## src/hw/rtl/swr_pkg.sv

```systemverilog
// swr_pkg: types, widths and codes of the systematic weight resampler
// used by every module of the block; depends on nothing
package swr_pkg;

  localparam int unsigned MaxParticles = 64;
  localparam int unsigned MaxDims      = 4;
  localparam int unsigned IdxW         = $clog2(MaxParticles);
  localparam int unsigned CntW         = IdxW + 1;
  localparam int unsigned WeightW      = 16;
  localparam int unsigned WordW        = 32;
  localparam int unsigned PrefixW      = 22;
  localparam int unsigned TwoNW        = CntW + 1;
  localparam int unsigned TargetW      = PrefixW + TwoNW - 1;
  localparam int unsigned DimsW        = 3;
  localparam int unsigned CfgIdxW      = 2;
  localparam int unsigned CfgDataW     = CntW;

  typedef enum logic [CfgIdxW-1:0] {
    CFG_PARTICLE_COUNT = 2'd0,
    CFG_DIMS_IN_USE    = 2'd1
  } swr_cfg_idx_e;

  typedef enum logic [4:0] {
    ST_IDLE = 5'b00001,
    ST_RD   = 5'b00010,
    ST_MUL  = 5'b00100,
    ST_CMP  = 5'b01000,
    ST_EMIT = 5'b10000
  } swr_state_e;

  typedef struct packed {
    logic        [WeightW-1:0] weight;
    logic signed [WordW-1:0]   state_a;
    logic signed [WordW-1:0]   state_b;
    logic signed [WordW-1:0]   state_c;
    logic signed [WordW-1:0]   state_d;
  } swr_in_t;

  typedef struct packed {
    logic        [IdxW-1:0]  source_index;
    logic                    found;
    logic                    sum_too_small;
    logic signed [WordW-1:0] out_a;
    logic signed [WordW-1:0] out_b;
    logic signed [WordW-1:0] out_c;
    logic signed [WordW-1:0] out_d;
    logic                    last_slot;
  } swr_out_t;

  typedef logic [MaxDims-1:0][WordW-1:0] swr_row_t;

  typedef struct packed {
    logic               we;
    logic [IdxW-1:0]    waddr;
    logic [PrefixW-1:0] prefix;
    swr_row_t           row;
    logic [IdxW-1:0]    raddr;
  } swr_mem_req_t;

endpackage

```

## src/hw/rtl/swr_mac.sv

```systemverilog
// swr_mac: shared scale and compare unit, prefix times 2N against the slot target
// depends on swr_pkg
module swr_mac import swr_pkg::*; (
  input  logic               clk_i,
  input  logic               load_i,
  input  logic [PrefixW-1:0] prefix_i,
  input  logic [TwoNW-1:0]   two_n_i,
  input  logic [TargetW-1:0] target_i,
  output logic               ge_o
);

  logic [TargetW-1:0] product_q;
  logic [TargetW-1:0] product_d;

  assign product_d = TargetW'(prefix_i * two_n_i);

  always_ff @(posedge clk_i) begin
    if (load_i) begin
      product_q <= product_d;
    end
  end

  assign ge_o = product_q >= target_i;

endmodule

```

## config.mk

```make
export PLATFORM = sky130hd
export DESIGN_NAME = swr_mac
export DESIGN_NICKNAME = d
export VERILOG_FILES = /design/src/hw/rtl/swr_pkg.sv /design/src/hw/rtl/swr_mac.sv
export SDC_FILE = /design/constraint.sdc
export NUM_CORES = 1
export LEC_CHECK = 0
export BUFFER_PORTS_ARGS = -buffer_cell sky130_fd_sc_hd__buf_2
export CAP_MARGIN = 20
export CELL_PAD_IN_SITES_DETAIL_PLACEMENT = 0
export CELL_PAD_IN_SITES_GLOBAL_PLACEMENT = 1
export CORE_MARGIN = 1
export CORE_UTILIZATION = 45
export CTS_BUF_LIST = sky130_fd_sc_hd__clkbuf_16
export DETAILED_ROUTE_END_ITERATION = 10
export GPL_ROUTABILITY_DRIVEN = 0
export PLACE_DENSITY_LB_ADDON = 0.1
export SLEW_MARGIN = 20
export SYNTH_ARGS = -nofsm -noshare
export SYNTH_HDL_FRONTEND = slang
export SYNTH_SLANG_ARGS = --single-unit
export TNS_END_PERCENT = 1
```

## constraint.sdc

```tcl
create_clock -name clk_i -period 5.3 [get_ports clk_i]
set_input_delay 0.265 -clock clk_i [delete_from_list [all_inputs] [get_ports clk_i]]
set_output_delay 0.265 -clock clk_i [all_outputs]
set_load 0.01 [all_outputs]
```

Word level (Yosys, flattened, before mapping)
Index checks and enable logic that the tools add are counted.
Storage, ports and cells
  register bits: 29
  bits of input ports: 61
Cells by class
  multipliers: 1
  $lt $le $gt $ge: 1
Operators with widths (number)
  $ge 29x29->1: 1
  $mul 22x8->29: 1

Longest topological paths before layout
  word-level depth: 1
  gate-level depth with buffers: 19
  depth with buffers taken out: 17

Worst setup path after synthesis
Ideal clock, no wire load.
  kind: input port to flip-flop
  start: input two_n_i[2]
  end: register product_q[26] (data pin)
  data arrival time: 4159 ps
  required time: 5040 ps
  setup slack: 881 ps
  stages on the path: 16
  buffers on the path: 1
  cell sequence: clkbuf_1 > and2_1 > fa_1 > fa_1 > fa_1 > inv_1 > fa_1 > inv_1 > ha_1 > a21oi_1 > o211ai_1 > a31oi_4 > a21oi_2 > o31ai_2 > o21bai_2 > xor2_1
Between the ends
  cells in the longest elaborated chain, start to end: 1
Ends and longest elaborated chain
  from (decl): line swr_mac.sv:7  | input logic [TwoNW-1:0] two_n_i,
  $mul 22x8->29: line swr_mac.sv:15  | assign product_d = TargetW'(prefix_i * two_n_i);
  net product_d[26]: line swr_mac.sv:13  | logic [TargetW-1:0] product_d;
  to (signal assigned): line swr_mac.sv:19  | product_q <= product_d;
  to (decl): line swr_mac.sv:12  | logic [TargetW-1:0] product_q;
The timed path passes the listed nets, and every way through them passes these cells.
A chain may end at the register's enable or synchronous reset.

Final worst setup path
  start: input two_n_i[7]
  end: register product_q[21] (data pin)
Same word-level chain as after synthesis.

==> summary.md <==
| Metric | Value |
|---|---|
| I/O pin total | 62 |
| TNS Setup | 0 ps |
| Synth Area per Inst | 9.396 µm² |
| Tcrit/Tclk final | 85.64% |
| Gr usage total | 19.66% |
| Final-report hold violation count | 0 |
| First-pass GRT wire length | 25580 µm |
| Hold Buf Count CTS | 0 |
| Post-cts sizing count | 0 |
| Initial DRC count | 243 |
| Combinational power share | 78.4% |
| Top cell type's share of synthesized area | 33.49% |
| Worst EP arrival | 4540 ps |
| Die Wd | 127.7 µm |
| Slew Limit Fails | 0 |
| FP Rows | 45 |
| Postcts setup bufs | 0 |
| CP max FO | 22 |
| Clk sinks | 29 |
| WL per Instance | 14.56 µm |
| CP max stage delay | 540 ps |
| Antenna-violating nets left | 0 |
| Largest registers | product_q (29) |
| Slowest cell on crit path | fa_1 |
| Ys flop type | edfxtp_1 |
| Worst path required time | 5300 ps |
| Initial core utilization | 46.45% |
| Pleak | 3.916 nW |
| Area grow syn2layout | 8.549% |
| Max reg flops | 29 |
| IO Port Bufs | 61 |
| Clock Power Share | 7.0% |
| Worst Max-Slew Pin Slew | 605.7 ps |
| Fillcell total | 1496 |
| Top cells by area, synth | fa_1, ha_1, edfxtp_1 |
| Layout Nets | 1060 |
| Met1 GRT Util | 30.78% |
| TritonCTS clock tree | built |
| Via count | 4952 |
| Internal Power | 1.867 mW |
| Worst Hold Class | primary input to flip-flop |
| Synthesis-stage register bit count | 29 |
| Critical path capture point type | flip-flop |
| Synth area leader | fa_1 |
| CP most frequent cell | fa_1 |
| Syn Inst Count | 757 |
| Final min period | 4539 ps |
| Psw | 1.714 mW |
| Crit path launch type | primary input |
| H-tree depth | 2 |
| Vias in the first global route | 5248 |
| Distinct cells, synth | 50 |
| Worst VDD drop | 200.7 µV |
| Yosys warns | 0 |
| Outcome | completed |
| Cell area after synthesis | 7113 µm² |
| Buf+Inv Stages, Crit Path | 4 |
| Delay-heaviest family, CP | adder cells |
| Initial antenna violation count | 0 |
| Most common cell after layout, fill and taps aside | inv_1 |
| Total grt overflow | 0 |
| Met2 Track Usage GR | 30.02% |
| Final Setup Violations | 0 |
| Ratio of cells with drive above 1 in the final layout | 11.07% |
| Sequential fraction of the synthesis area | 12.24% |
| CTS max path bufs | 2 |
| Gr busiest metal | met1 |
| RSZ-0062 raised after global routing | false |
| Die H | 127.7 µm |
| Crit path kind | primary input to flip-flop |
| DIE AREA | 16310 µm² |
| Crit path cell chain | buf_2 > nand2_1 > fa_1 > fa_1 > inv_1 > fa_1 > inv_1 > fa_1 > inv_1 > ha_1 > o21a_1 > a21boi_2 > o2111ai_1 > a41oi_2 > a21boi_2 > xnor2_1 |
| TritonCTS Buffers | 5 |
| Diodes inserted | 0 |
| Post-DP HPWL | 12610 µm |
| Largest net degree at the start of global routing | 30 |
| F_max | 0.2203 GHz |
| Initial DRT Pass Iterations | 4 |
| Met3 usage | 1.043% |
| DR vias/cell | 4.879 |
| Worst slew margin | 59.62% |
| Clock transition at path regs | 50 ps |
| Post-synth EDFFs | 29 |
| Clock root cell | clkbuf_16 |
| Sequential share of power | 14.5% |
| Power Dens Cells | 463.8 nW/µm² |
| Drc violations | 0 |
| Total power | 3.581 mW |
| Post-synth ARST share | 0% |
| Syn nets | 1014 |
| Core Region | 15310 µm² |
| Sw frac | 47.87% |
| Most frequent cells in the layout | inv_1, and2_1, fa_1 |
| Biggest register | product_q |
| Routed Wire Length | 14780 µm |
| Maxcap violations | 0 |
==> per-stage QoR <==
stage	area [µm²]	util (%)	worst slack, ps	hold slack (ps)	std cells
2_1_floorplan	7113	-	881.2	377.5	757
3_3_place_gp	7584	49.52	509.0	682.6	1007
3_5_place_dp	7584	49.52	479.3	680.4	1007
4_1_cts	7721	50.42	774.0	397.7	1015
5_1_grt	7721	50.42	564.3	424.6	1015
6_report	7721	50.42	760.8	404.3	1015
==> synthesized netlist by cell type, types with 3 or more instances <==
master	number
o21ai_1	9
o21ai_0	7
nand2_1	67
nor2b_1	4
nand4_1	10
a21oi_2	4
and2_1	129
nor2_1	12
nor3_1	5
fa_1	119
a21o_1	22
nand2b_1	3
ha_1	77
xnor2_1	21
a21oi_1	26
edfxtp_1	29
and3_1	3
inv_1	145
xor2_1	7
clkbuf_1	19
==> metal layers <==
layer,up-vias,wire length [µm]
met5,-,0
met4,0,136
met3,8,390
met2,78,6275
met1,2394,7980
li1,2472,-
==> power by group through the flow <==
stage                     combinational, mW  sequential, mW  clock (mW)
final                                  2.81           0.520       0.252
after global routing                   3.19           0.532       0.267
after CTS                              2.83           0.522       0.258
after detailed placement               2.81           0.527           0
after global placement                 2.78           0.526           0
after floorplan                        2.25           0.514           0
==> kinds of logic (layout without fill, tap and decap cells) <==
| family | after synthesis | in the layout | share of synthesized area, % |
|---|---|---|---|
| and+or+nand+nor | 241 | 241 | 18.45 |
| xor gates and xnor gates | 28 | 28 | 3.448 |
| DFF | 29 | 29 | 12.24 |
| AOI/OAI and AO/OA | 96 | 96 | 9.780 |
| buffers and inverters | 167 | 214 | 9.041 |
| adders and majority gates | 196 | 196 | 47.04 |
==> final timing paths <==
path | startpoint | end | slack, ps | depth (start not counted)
min | prefix_i[0] | product_q[0]$_DFFE_PP_ | 400 | 2
max | two_n_i[7] | product_q[21]$_DFFE_PP_ | 760 | 16
==> area by class of cell <==
type	count	area, µm²	share of cell area, %
Clock buffer	5	125.1	1.620
Inverter	145	544.3	7.049
Clock inverter	3	12.51	0.1620
Multi-Input combinational cell	561	5599	72.52
Sequential cell	29	870.8	11.28
Tap cell	211	264.0	3.419
Timing Repair Buffer	61	305.3	3.954
Power figures use the tool's default switching activity.
